File: config.mk
export PLATFORM = sky130hd
export DESIGN_NAME = s_curve_motor_pwm_profile
export DESIGN_NICKNAME = d
export VERILOG_FILES = /design/src/scm_pkg.sv /design/src/scm_ctrl.sv /design/src/scm_dp.sv /design/src/s_curve_motor_pwm_profile.sv
export SDC_FILE = /design/constraint.sdc
export NUM_CORES = 2
export LEC_CHECK = 0
export BUFFER_PORTS_ARGS = -buffer_cell sky130_fd_sc_hd__buf_2
export CORE_ASPECT_RATIO = 1.75
export CORE_MARGIN = 2
export CORE_UTILIZATION = 60
export CTS_BUF_LIST = sky130_fd_sc_hd__clkbuf_16
export DETAILED_ROUTE_END_ITERATION = 10
export GPL_TIMING_DRIVEN = 0
export PLACE_DENSITY = 0.84
export SLEW_MARGIN = 10
export SYNTH_ARGS = -nofsm -noshare
export SYNTH_HDL_FRONTEND = slang
export SYNTH_SLANG_ARGS = --single-unit
File: constraint.sdc
create_clock -name clk_i -period 11.08 [get_ports clk_i]
set_clock_uncertainty 0.05 [all_clocks]
set_input_delay 1.108 -clock clk_i [delete_from_list [all_inputs] [get_ports clk_i]]
set_output_delay 1.108 -clock clk_i [all_outputs]
set_load 0.01 [all_outputs]
File: src/scm_pkg.sv
// ----------------------------------------------------------------------------
// scm_pkg
// shared types and constants of the s-curve motor pwm profile block
// ----------------------------------------------------------------------------
package scm_pkg;

  localparam int unsigned AccelW = 16;
  localparam int unsigned RunW   = 16;
  localparam int unsigned DutyW  = 8;
  localparam int unsigned AdvW   = 8;
  localparam int unsigned TimeW  = 18;
  localparam int unsigned CfgW   = 16;
  localparam int unsigned CfgIdxW = 2;
  localparam int unsigned CntW   = 3;

  localparam logic [AccelW-1:0] AccelReset = AccelW'(2000);
  localparam logic [RunW-1:0]   RunReset   = RunW'(4000);
  localparam logic [DutyW-1:0]  PeakReset  = DutyW'(255);

  // register indexes
  localparam logic [CfgIdxW-1:0] CFG_ACCEL = 2'd0;
  localparam logic [CfgIdxW-1:0] CFG_RUN   = 2'd1;
  localparam logic [CfgIdxW-1:0] CFG_PEAK  = 2'd2;

  // phase codes
  localparam logic [1:0] PH_RAMP_UP   = 2'd0;
  localparam logic [1:0] PH_CRUISE    = 2'd1;
  localparam logic [1:0] PH_RAMP_DOWN = 2'd2;
  localparam logic [1:0] PH_STOP      = 2'd3;

  // multiplier steps, in issue order
  localparam logic [CntW-1:0] MS_XX  = 3'd0;
  localparam logic [CntW-1:0] MS_PK  = 3'd1;
  localparam logic [CntW-1:0] MS_NUM = 3'd2;
  localparam logic [CntW-1:0] MS_AA  = 3'd3;
  localparam logic [CntW-1:0] MS_DEN = 3'd4;

  localparam logic [CntW-1:0] DivLast = 3'd7;

  typedef enum logic [1:0] {
    ST_IDLE,
    ST_MUL,
    ST_DIV,
    ST_DONE
  } state_e;

  typedef struct packed {
    logic            accept;
    logic            mul_en;
    logic [CntW-1:0] mul_step;
    logic            div_en;
    logic            out_load;
  } cmd_t;

  typedef struct packed {
    logic ramp;
  } sts_t;

endpackage

File: src/scm_ctrl.sv
// ----------------------------------------------------------------------------
// scm_ctrl
// sequencer: accept, multiply and divide steps for ramp items, output hand-off
// ----------------------------------------------------------------------------
module scm_ctrl (
  input  logic          clk_i,
  input  logic          rst_ni,
  input  logic          in_valid_i,
  output logic          in_stall_o,
  output logic          out_valid_o,
  input  logic          out_stall_i,
  input  scm_pkg::sts_t sts_i,
  output scm_pkg::cmd_t cmd_o
);

  scm_pkg::state_e               state_q, state_d;
  logic [scm_pkg::CntW-1:0]      cnt_q, cnt_d;
  logic                          out_valid_q, out_valid_d;

  always_comb begin
    state_d = state_q;
    unique case (state_q)
      scm_pkg::ST_IDLE: begin
        if (in_valid_i) begin
          state_d = sts_i.ramp ? scm_pkg::ST_MUL : scm_pkg::ST_DONE;
        end
      end
      scm_pkg::ST_MUL: begin
        if (cnt_q == scm_pkg::MS_DEN) begin
          state_d = scm_pkg::ST_DIV;
        end
      end
      scm_pkg::ST_DIV: begin
        if (cnt_q == scm_pkg::DivLast) begin
          state_d = scm_pkg::ST_DONE;
        end
      end
      scm_pkg::ST_DONE: begin
        if (!out_valid_q || !out_stall_i) begin
          state_d = scm_pkg::ST_IDLE;
        end
      end
      default: state_d = scm_pkg::ST_IDLE;
    endcase
  end

  always_comb begin
    cmd_o          = '0;
    cmd_o.accept   = (state_q == scm_pkg::ST_IDLE) && in_valid_i;
    cmd_o.mul_en   = (state_q == scm_pkg::ST_MUL);
    cmd_o.mul_step = cnt_q;
    cmd_o.div_en   = (state_q == scm_pkg::ST_DIV);
    cmd_o.out_load = (state_q == scm_pkg::ST_DONE) && (!out_valid_q || !out_stall_i);
    in_stall_o     = (state_q != scm_pkg::ST_IDLE);
    out_valid_o    = out_valid_q;
  end

  always_comb begin
    cnt_d = (state_d != state_q) ? '0 : cnt_q + 1'b1;
    out_valid_d = out_valid_q;
    if (cmd_o.out_load) begin
      out_valid_d = 1'b1;
    end else if (!out_stall_i) begin
      out_valid_d = 1'b0;
    end
  end

  always_ff @(posedge clk_i or negedge rst_ni) begin
    if (!rst_ni) begin
      state_q     <= scm_pkg::ST_IDLE;
      cnt_q       <= '0;
      out_valid_q <= 1'b0;
    end else begin
      state_q     <= state_d;
      cnt_q       <= cnt_d;
      out_valid_q <= out_valid_d;
    end
  end

`ifndef NO_ASSERTIONS
  a_mul_to_div: assert property (@(posedge clk_i) disable iff (!rst_ni)
    (state_q == scm_pkg::ST_MUL && cnt_q == scm_pkg::MS_DEN) |=> state_q == scm_pkg::ST_DIV)
    else $error("multiply sequence did not hand over to divide");
  a_flat_skip: assert property (@(posedge clk_i) disable iff (!rst_ni)
    (cmd_o.accept && !sts_i.ramp) |=> state_q == scm_pkg::ST_DONE)
    else $error("flat phase item went through the arithmetic");
  a_load_valid: assert property (@(posedge clk_i) disable iff (!rst_ni)
    cmd_o.out_load |=> out_valid_q && state_q == scm_pkg::ST_IDLE)
    else $error("output load did not raise valid");
`endif

endmodule

File: src/scm_dp.sv
// ----------------------------------------------------------------------------
// scm_dp
// datapath: config registers, profile timing, shared multiplier, divider
// ----------------------------------------------------------------------------
module scm_dp (
  input  logic                          clk_i,
  input  logic                          rst_ni,
  input  logic                          cfg_we_i,
  input  logic [scm_pkg::CfgIdxW-1:0]   cfg_index_i,
  input  logic [scm_pkg::CfgW-1:0]      cfg_data_i,
  input  logic [scm_pkg::AdvW-1:0]      advance_ms_i,
  input  scm_pkg::cmd_t                 cmd_i,
  output scm_pkg::sts_t                 sts_o,
  output logic [scm_pkg::DutyW-1:0]     drive_a_o,
  output logic [scm_pkg::DutyW-1:0]     drive_b_o,
  output logic [1:0]                    phase_o,
  output logic                          forward_o
);

  localparam int unsigned NumW = 58;
  localparam int unsigned DsrW = 55;

  logic [scm_pkg::AccelW-1:0] accel_q;
  logic [scm_pkg::RunW-1:0]   run_q;
  logic [scm_pkg::DutyW-1:0]  peak_q;
  logic [scm_pkg::TimeW-1:0]  elapsed_q;
  logic                       fwd_q;
  logic [1:0]                 phase_q;
  logic                       dir_q;
  logic [15:0]                x_q;
  logic [17:0]                k_q;
  logic [31:0]                xx_q;
  logic [25:0]                pk_q;
  logic [31:0]                aa_q;
  logic [NumW-1:0]            rem_q;
  logic [DsrW-1:0]            dsr_q;
  logic [scm_pkg::DutyW-1:0]  quot_q;
  logic [scm_pkg::DutyW-1:0]  drive_a_q, drive_b_q;
  logic [1:0]                 phase_out_q;
  logic                       fwd_out_q;

  logic [scm_pkg::TimeW-1:0]  t_d;
  logic [scm_pkg::TimeW-1:0]  cruise_end;
  logic [scm_pkg::TimeW-1:0]  total_end;
  logic [scm_pkg::TimeW-1:0]  down_x;
  logic [1:0]                 phase_d;
  logic [15:0]                x_d;
  logic [31:0]                mul_a, mul_b;
  logic [63:0]                prod;
  logic [NumW-1:0]            dsr_ext;
  logic                       fits;
  logic [scm_pkg::DutyW-1:0]  duty;

  always_ff @(posedge clk_i or negedge rst_ni) begin
    if (!rst_ni) begin
      accel_q <= scm_pkg::AccelReset;
      run_q   <= scm_pkg::RunReset;
      peak_q  <= scm_pkg::PeakReset;
    end else if (cfg_we_i) begin
      if (cfg_index_i == scm_pkg::CFG_ACCEL) begin
        accel_q <= cfg_data_i[scm_pkg::AccelW-1:0];
      end else if (cfg_index_i == scm_pkg::CFG_RUN) begin
        run_q <= cfg_data_i[scm_pkg::RunW-1:0];
      end else if (cfg_index_i == scm_pkg::CFG_PEAK) begin
        peak_q <= cfg_data_i[scm_pkg::DutyW-1:0];
      end
    end
  end

  // phase decision for the incoming tick
  always_comb begin
    t_d        = elapsed_q + scm_pkg::TimeW'(advance_ms_i);
    cruise_end = scm_pkg::TimeW'(accel_q) + scm_pkg::TimeW'(run_q);
    total_end  = cruise_end + scm_pkg::TimeW'(accel_q);
    down_x     = total_end - t_d;
    x_d        = '0;
    if (t_d < scm_pkg::TimeW'(accel_q)) begin
      phase_d = scm_pkg::PH_RAMP_UP;
      x_d     = t_d[15:0];
    end else if (t_d < cruise_end) begin
      phase_d = scm_pkg::PH_CRUISE;
    end else if (t_d < total_end) begin
      phase_d = scm_pkg::PH_RAMP_DOWN;
      x_d     = down_x[15:0];
    end else begin
      phase_d = scm_pkg::PH_STOP;
    end
    sts_o.ramp = (phase_d == scm_pkg::PH_RAMP_UP) || (phase_d == scm_pkg::PH_RAMP_DOWN);
  end

  always_ff @(posedge clk_i or negedge rst_ni) begin
    if (!rst_ni) begin
      elapsed_q <= '0;
      fwd_q     <= 1'b1;
    end else if (cmd_i.accept) begin
      if (phase_d == scm_pkg::PH_STOP) begin
        elapsed_q <= '0;
        fwd_q     <= ~fwd_q;
      end else begin
        elapsed_q <= t_d;
      end
    end
  end

  always_ff @(posedge clk_i) begin
    if (cmd_i.accept) begin
      phase_q <= phase_d;
      dir_q   <= fwd_q;
      x_q     <= x_d;
      // 3a - 2x never goes negative since x <= a
      k_q     <= 18'(accel_q) * 18'd3 - {1'b0, x_d, 1'b0};
    end
  end

  // one shared multiplier, one product per cycle
  always_comb begin
    mul_a = '0;
    mul_b = '0;
    unique case (cmd_i.mul_step)
      scm_pkg::MS_XX: begin
        mul_a = 32'(x_q);
        mul_b = 32'(x_q);
      end
      scm_pkg::MS_PK: begin
        mul_a = 32'(peak_q);
        mul_b = 32'(k_q);
      end
      scm_pkg::MS_NUM: begin
        mul_a = xx_q;
        mul_b = 32'(pk_q);
      end
      scm_pkg::MS_AA: begin
        mul_a = 32'(accel_q);
        mul_b = 32'(accel_q);
      end
      scm_pkg::MS_DEN: begin
        mul_a = aa_q;
        mul_b = 32'(accel_q);
      end
      default: begin
        mul_a = '0;
        mul_b = '0;
      end
    endcase
    prod = mul_a * mul_b;
  end

  // restoring division, quotient fits 8 bits since the ramp never passes peak
  always_comb begin
    dsr_ext = NumW'(dsr_q);
    fits    = (rem_q >= dsr_ext);
  end

  always_ff @(posedge clk_i) begin
    if (cmd_i.mul_en) begin
      unique case (cmd_i.mul_step)
        scm_pkg::MS_XX:  xx_q  <= prod[31:0];
        scm_pkg::MS_PK:  pk_q  <= prod[25:0];
        scm_pkg::MS_NUM: rem_q <= prod[NumW-1:0];
        scm_pkg::MS_AA:  aa_q  <= prod[31:0];
        scm_pkg::MS_DEN: dsr_q <= {prod[47:0], 7'b0};
        default: ;
      endcase
    end else if (cmd_i.div_en) begin
      if (fits) begin
        rem_q <= rem_q - dsr_ext;
      end
      quot_q <= {quot_q[scm_pkg::DutyW-2:0], fits};
      dsr_q  <= dsr_q >> 1;
    end
  end

  always_comb begin
    unique case (phase_q)
      scm_pkg::PH_RAMP_UP,
      scm_pkg::PH_RAMP_DOWN: duty = quot_q;
      scm_pkg::PH_CRUISE:    duty = peak_q;
      default:               duty = '0;
    endcase
  end

  always_ff @(posedge clk_i) begin
    if (cmd_i.out_load) begin
      drive_a_q   <= dir_q ? duty : '0;
      drive_b_q   <= dir_q ? '0 : duty;
      phase_out_q <= phase_q;
      fwd_out_q   <= dir_q;
    end
  end

  assign drive_a_o = drive_a_q;
  assign drive_b_o = drive_b_q;
  assign phase_o   = phase_out_q;
  assign forward_o = fwd_out_q;

endmodule

File: src/s_curve_motor_pwm_profile.sv
// ----------------------------------------------------------------------------
// s_curve_motor_pwm_profile
// smoothstep s-curve pwm profile for one h-bridge, controller plus datapath
// ----------------------------------------------------------------------------
// sequence: cruise and stop items skip the arithmetic and go straight to the
//   output hand-off; ramp items take five passes through the shared
//   multiplier and eight divide steps; the next item is taken while a
//   finished result still waits in the output register
// reset: asynchronous active low; elapsed time 0, direction forward,
//   registers at accel 2000 ms, run 4000 ms, peak duty 255
module s_curve_motor_pwm_profile (
  input  logic                          clk_i,
  input  logic                          rst_ni,
  input  logic                          cfg_we_i,
  input  logic [scm_pkg::CfgIdxW-1:0]   cfg_index_i,
  input  logic [scm_pkg::CfgW-1:0]      cfg_data_i,
  input  logic                          in_valid_i,
  output logic                          in_stall_o,
  input  logic [scm_pkg::AdvW-1:0]      advance_ms_i,
  output logic                          out_valid_o,
  input  logic                          out_stall_i,
  output logic [scm_pkg::DutyW-1:0]     drive_a_o,
  output logic [scm_pkg::DutyW-1:0]     drive_b_o,
  output logic [1:0]                    phase_o,
  output logic                          forward_o
);

  scm_pkg::cmd_t cmd;
  scm_pkg::sts_t sts;

  scm_ctrl u_ctrl (
    .clk_i       (clk_i),
    .rst_ni      (rst_ni),
    .in_valid_i  (in_valid_i),
    .in_stall_o  (in_stall_o),
    .out_valid_o (out_valid_o),
    .out_stall_i (out_stall_i),
    .sts_i       (sts),
    .cmd_o       (cmd)
  );

  scm_dp u_dp (
    .clk_i        (clk_i),
    .rst_ni       (rst_ni),
    .cfg_we_i     (cfg_we_i),
    .cfg_index_i  (cfg_index_i),
    .cfg_data_i   (cfg_data_i),
    .advance_ms_i (advance_ms_i),
    .cmd_i        (cmd),
    .sts_o        (sts),
    .drive_a_o    (drive_a_o),
    .drive_b_o    (drive_b_o),
    .phase_o      (phase_o),
    .forward_o    (forward_o)
  );

endmodule
==> impl_metrics.py <==
metrics = {
    "synth": {
        "yosysMostFrequentCell": "inv_1",
        "syn-num-nets": 6293,
        "syn_area_per_cell_um2": 9.24,
        "yosysTopAreaCell": "fa_1",
        "yosys_warnings": 0,
        "syn_area_um2": 47500,
        "synthFlopType": "edfxtp_1",
        "netlist.area_leader.share_pct": 31.1,
        "synthDistinctLibCells": 97,
        "synth_edf_count": 267,
        "ys_seq_area_share_pct": 20.4,
        "netlist_instances": 5140,
        "synthTopCellsByCount": "inv_1, fa_1, nand2_1",
        "synth_seq_cells": 332,
        "async_flop_share_pct": 19.6,
        "synth_area_leaders": "fa_1, edfxtp_1, ha_1, inv_1, nand2_1",
    },
    "worst_setup_path": {
        "cp_slowest_stage_delay_ps": 930,
        "crit_top_cell": "fa_1",
        "cp_slowest_cell": "ha_1",
        "cp_max_fo": 10,
        "required_ps": 11330,
        "path_buf_inv": 8,
        "r2r_setup_slack_ps": -230,
        "path_class": "reg2reg",
        "r2r_start": "u_ctrl.cnt_q[2]",
        "r2r-end": "u_dp.rem_q[57]",
        "cp_top_family": "adder cells",
        "cp.depth": 27,
        "crit_path_start_kind": "flop",
        "r2r_cells": 27,
        "setup.worst_path.end_class": "flop",
        "arrival_ps": 11560,
    },
    "worst_hold_path": {
        "hold_path.class": "in2async",
    },
    "sta": {
        "slew_viol_final": 0,
        "relSlewSlack_pct": 12.1,
        "worst_pin_slew_ps": 1310,
        "min_period_over_period_pct": 102,
        "fin_ws_ps": -228,
        "grt_setup_unrepaired": "yes",
        "layout_min_cycle_time_ps": 11310,
        "max_freq_mhz": 88.4,
        "hold_viol": 0,
        "setup_viol": 3,
    },
    "routing": {
        "drt-initial-drc-count": 3499,
        "routed_wl_um": 194000,
        "antenna_left": 0,
        "via_count": 40118,
        "post_drt_wl_per_cell_um": 30.7,
        "drcViolationCount": 0,
        "drt_first_pass_iters": 8,
        "via_per_inst": 6.35,
    },
    "global_route": {
        "grt_start_max_net_pins": 56,
        "track_usage_pct": 49.5,
        "grt-ovfl-total": 0,
        "grt_first_pass_wirelength_um": 284000,
        "grt_pass1_vias": 43050,
        "grt_antenna_before_repair": 18,
    },
    "run_status": {
        "status": "complete, but fails checks",
        "violations": "setup timing",
    },
    "cells_and_area": {
        "nets": 6401,
        "fin_cells": 6314,
        "syn_to_final_growth_pct": 6.65,
        "drive_above_1_share_pct": 6.63,
        "finalInstanceArea_um2": 50700,
    },
    "placed_design": {
        "dp_cells": 6253,
        "post_dp_cell_area_um2": 49600,
        "portBuffers": 51,
        "hpwl_um": 155000,
        "gp_congestion": 1.09,
    },
    "clock_tree": {
        "clkSinkCount": 332,
        "cts.htree.levels": 1,
        "cts_root_buffer": "clkbuf_16",
        "clk_path_buf_depth": 3,
        "cts_hold_buf": 0,
        "cts_tree": "yes",
        "clock_latency_ps": 600,
        "clk_pin_slew_worst_paths_ps": 80,
        "numCtsBuffers": 27,
    },
    "floorplanning": {
        "core_um2": 78400,
        "die_h_um": 376,
        "dieWidth_um": 217,
        "io_pins": 52,
        "start_util_pct": 60.6,
        "dieArea_um2": 81500,
        "rows": 136,
    },
    "run": {
        "cap_violations": 0,
    },
}
==> metrics by stage <==
| step | setup WS (ps) | TNS [ps] | utilization, % | hold WS [ps] |
|---|---|---|---|---|
| floorplan | 2520 | 0 | - | 374 |
| global placement | -1030 | -9620 | 62.5 | 378 |
| detailed placement | -560 | -3040 | 63.2 | 383 |
| CTS | 36.5 | 0 | 64.3 | 351 |
| global route | -197 | -212 | 64.6 | 376 |
| finish | -228 | -384 | 64.6 | 348 |
==> layout make-up <==
| type | count | area [µm²] |
|---|---|---|
| diodes | 12 | 30.0 |
| plain buffers | 210 | 878 |
| clock buffers | 27 | 676 |
| clock inverters | 21 | 124 |
| fillers | 6709 | 27800 |
| inverters | 924 | 3470 |
| multi-input cells | 3667 | 33800 |
| flip-flops and latches | 332 | 9670 |
| well taps | 1035 | 1290 |
| repair buffers | 86 | 713 |
==> cell families (layout without fill, tap and decap cells) <==
| family | Yosys count | in the layout | share of synthesized area, % |
|---|---|---|---|
| compound gates | 802 | 802 | 11.3 |
| xor+xnor | 171 | 171 | 3.17 |
| fa+ha+maj | 1122 | 1122 | 41.2 |
| buf+inv | 1141 | 1268 | 9.06 |
| flops | 332 | 332 | 20.4 |
| mux | 56 | 56 | 1.27 |
| other cells | 0 | 12 | 0 |
| simple gates | 1516 | 1516 | 13.7 |
==> worst max-delay path by stage <==
stage                          startpoint              to  slack, ps
after floorplan           u_ctrl.cnt_q[0]  u_dp.rem_q[56]       2520
after global placement    u_ctrl.cnt_q[2]  u_dp.rem_q[57]      -1030
after detailed placement  u_ctrl.cnt_q[0]  u_dp.rem_q[57]       -560
after CTS                 u_ctrl.cnt_q[2]  u_dp.rem_q[57]         40
after global routing      u_ctrl.cnt_q[2]  u_dp.rem_q[57]       -200
final                     u_ctrl.cnt_q[2]  u_dp.rem_q[57]       -230
==> registers in the layout (all words and copies together) (netlist names), 2 cells and up <==
register,cells
u_dp.peak_q,8
u_dp.phase_q,2
u_dp.drive_b_o,8
u_dp.pk_q,26
u_dp.quot_q,8
u_dp.x_q,16
u_ctrl.cnt_q,3
u_dp.rem_q,58
u_dp.elapsed_q,18
u_dp.phase_o,2
u_dp.k_q,18
u_dp.dsr_q,55
u_ctrl.state_q,2
u_dp.drive_a_o,8
u_dp.aa_q,32
u_dp.accel_q,16
u_dp.run_q,16
u_dp.xx_q,32
==> placed cells by master, fill, tap and decap left out, types with 13 or more instances in the layout <==
master     netlist  final
mux2i_1         20     20
nand4_1         40     40
a211oi_1        19     19
and2_1          33     30
buf_4            0     13
o21bai_1        22     22
buf_1           22     17
mux2_2          35     35
clkbuf_2         0     47
o22ai_1         14     14
inv_1          924    928
fa_1           739    739
or3_1           18     18
xor2_1          67     64
edfxtp_1       267    267
dfstp_2         21     21
o21ai_1         51     52
nand3_1         52     52
a21oi_1        157    156
nor2b_1         43     43
nand2_1        684    679
nor2_1         507    496
buf_2           10     63
nor3_1          24     23
and4_1          14     14
o21ai_0        167    165
ha_1           383    382
a22oi_2          0     13
xnor2_1        103    101
a31oi_1         23     21
a22oi_1         37     24
clkbuf_16        0     27
a22o_1          26     24
dfrtp_1         44     44
and3_1          25     25
nand2b_1        41     41
clkbuf_1       184    131
o21a_1          37     37
a21o_1         107    106
==> per-layer routing <==
layer	vias to the layer above	GRT usage [%]	part of all wire, %	routed length, µm
li1	16697	-	-	-
met1	19733	47.3	29	56100
met2	2468	79.3	46	88900
met3	1208	16.1	10	20100
met4	12	55.0	15	29000
met5	-	0	0.043	83
==> worst register-to-register path: cells and delay by family (launching register included) <==
kind | cells | cell delay [ps]
fa+ha+maj | 8 | 4220
xor+xnor | 1 | 220
compound gates | 4 | 1420
simple gates | 5 | 1940
flops | 1 | 420
buf+inv | 8 | 2620
mux | 1 | 130
==> repair_timing <==
item / in CTS / in global routing
setup endpoints to repair: 18 / 61
cloned: 0 / 0
resized for setup: 26 / 83
pin swaps: 1 / 2
setup buffers: 2 / 2
Power is left out: the tool's default activity adds up to more than one toggle a clock period on the data nets, which glitch-free logic cannot reach.
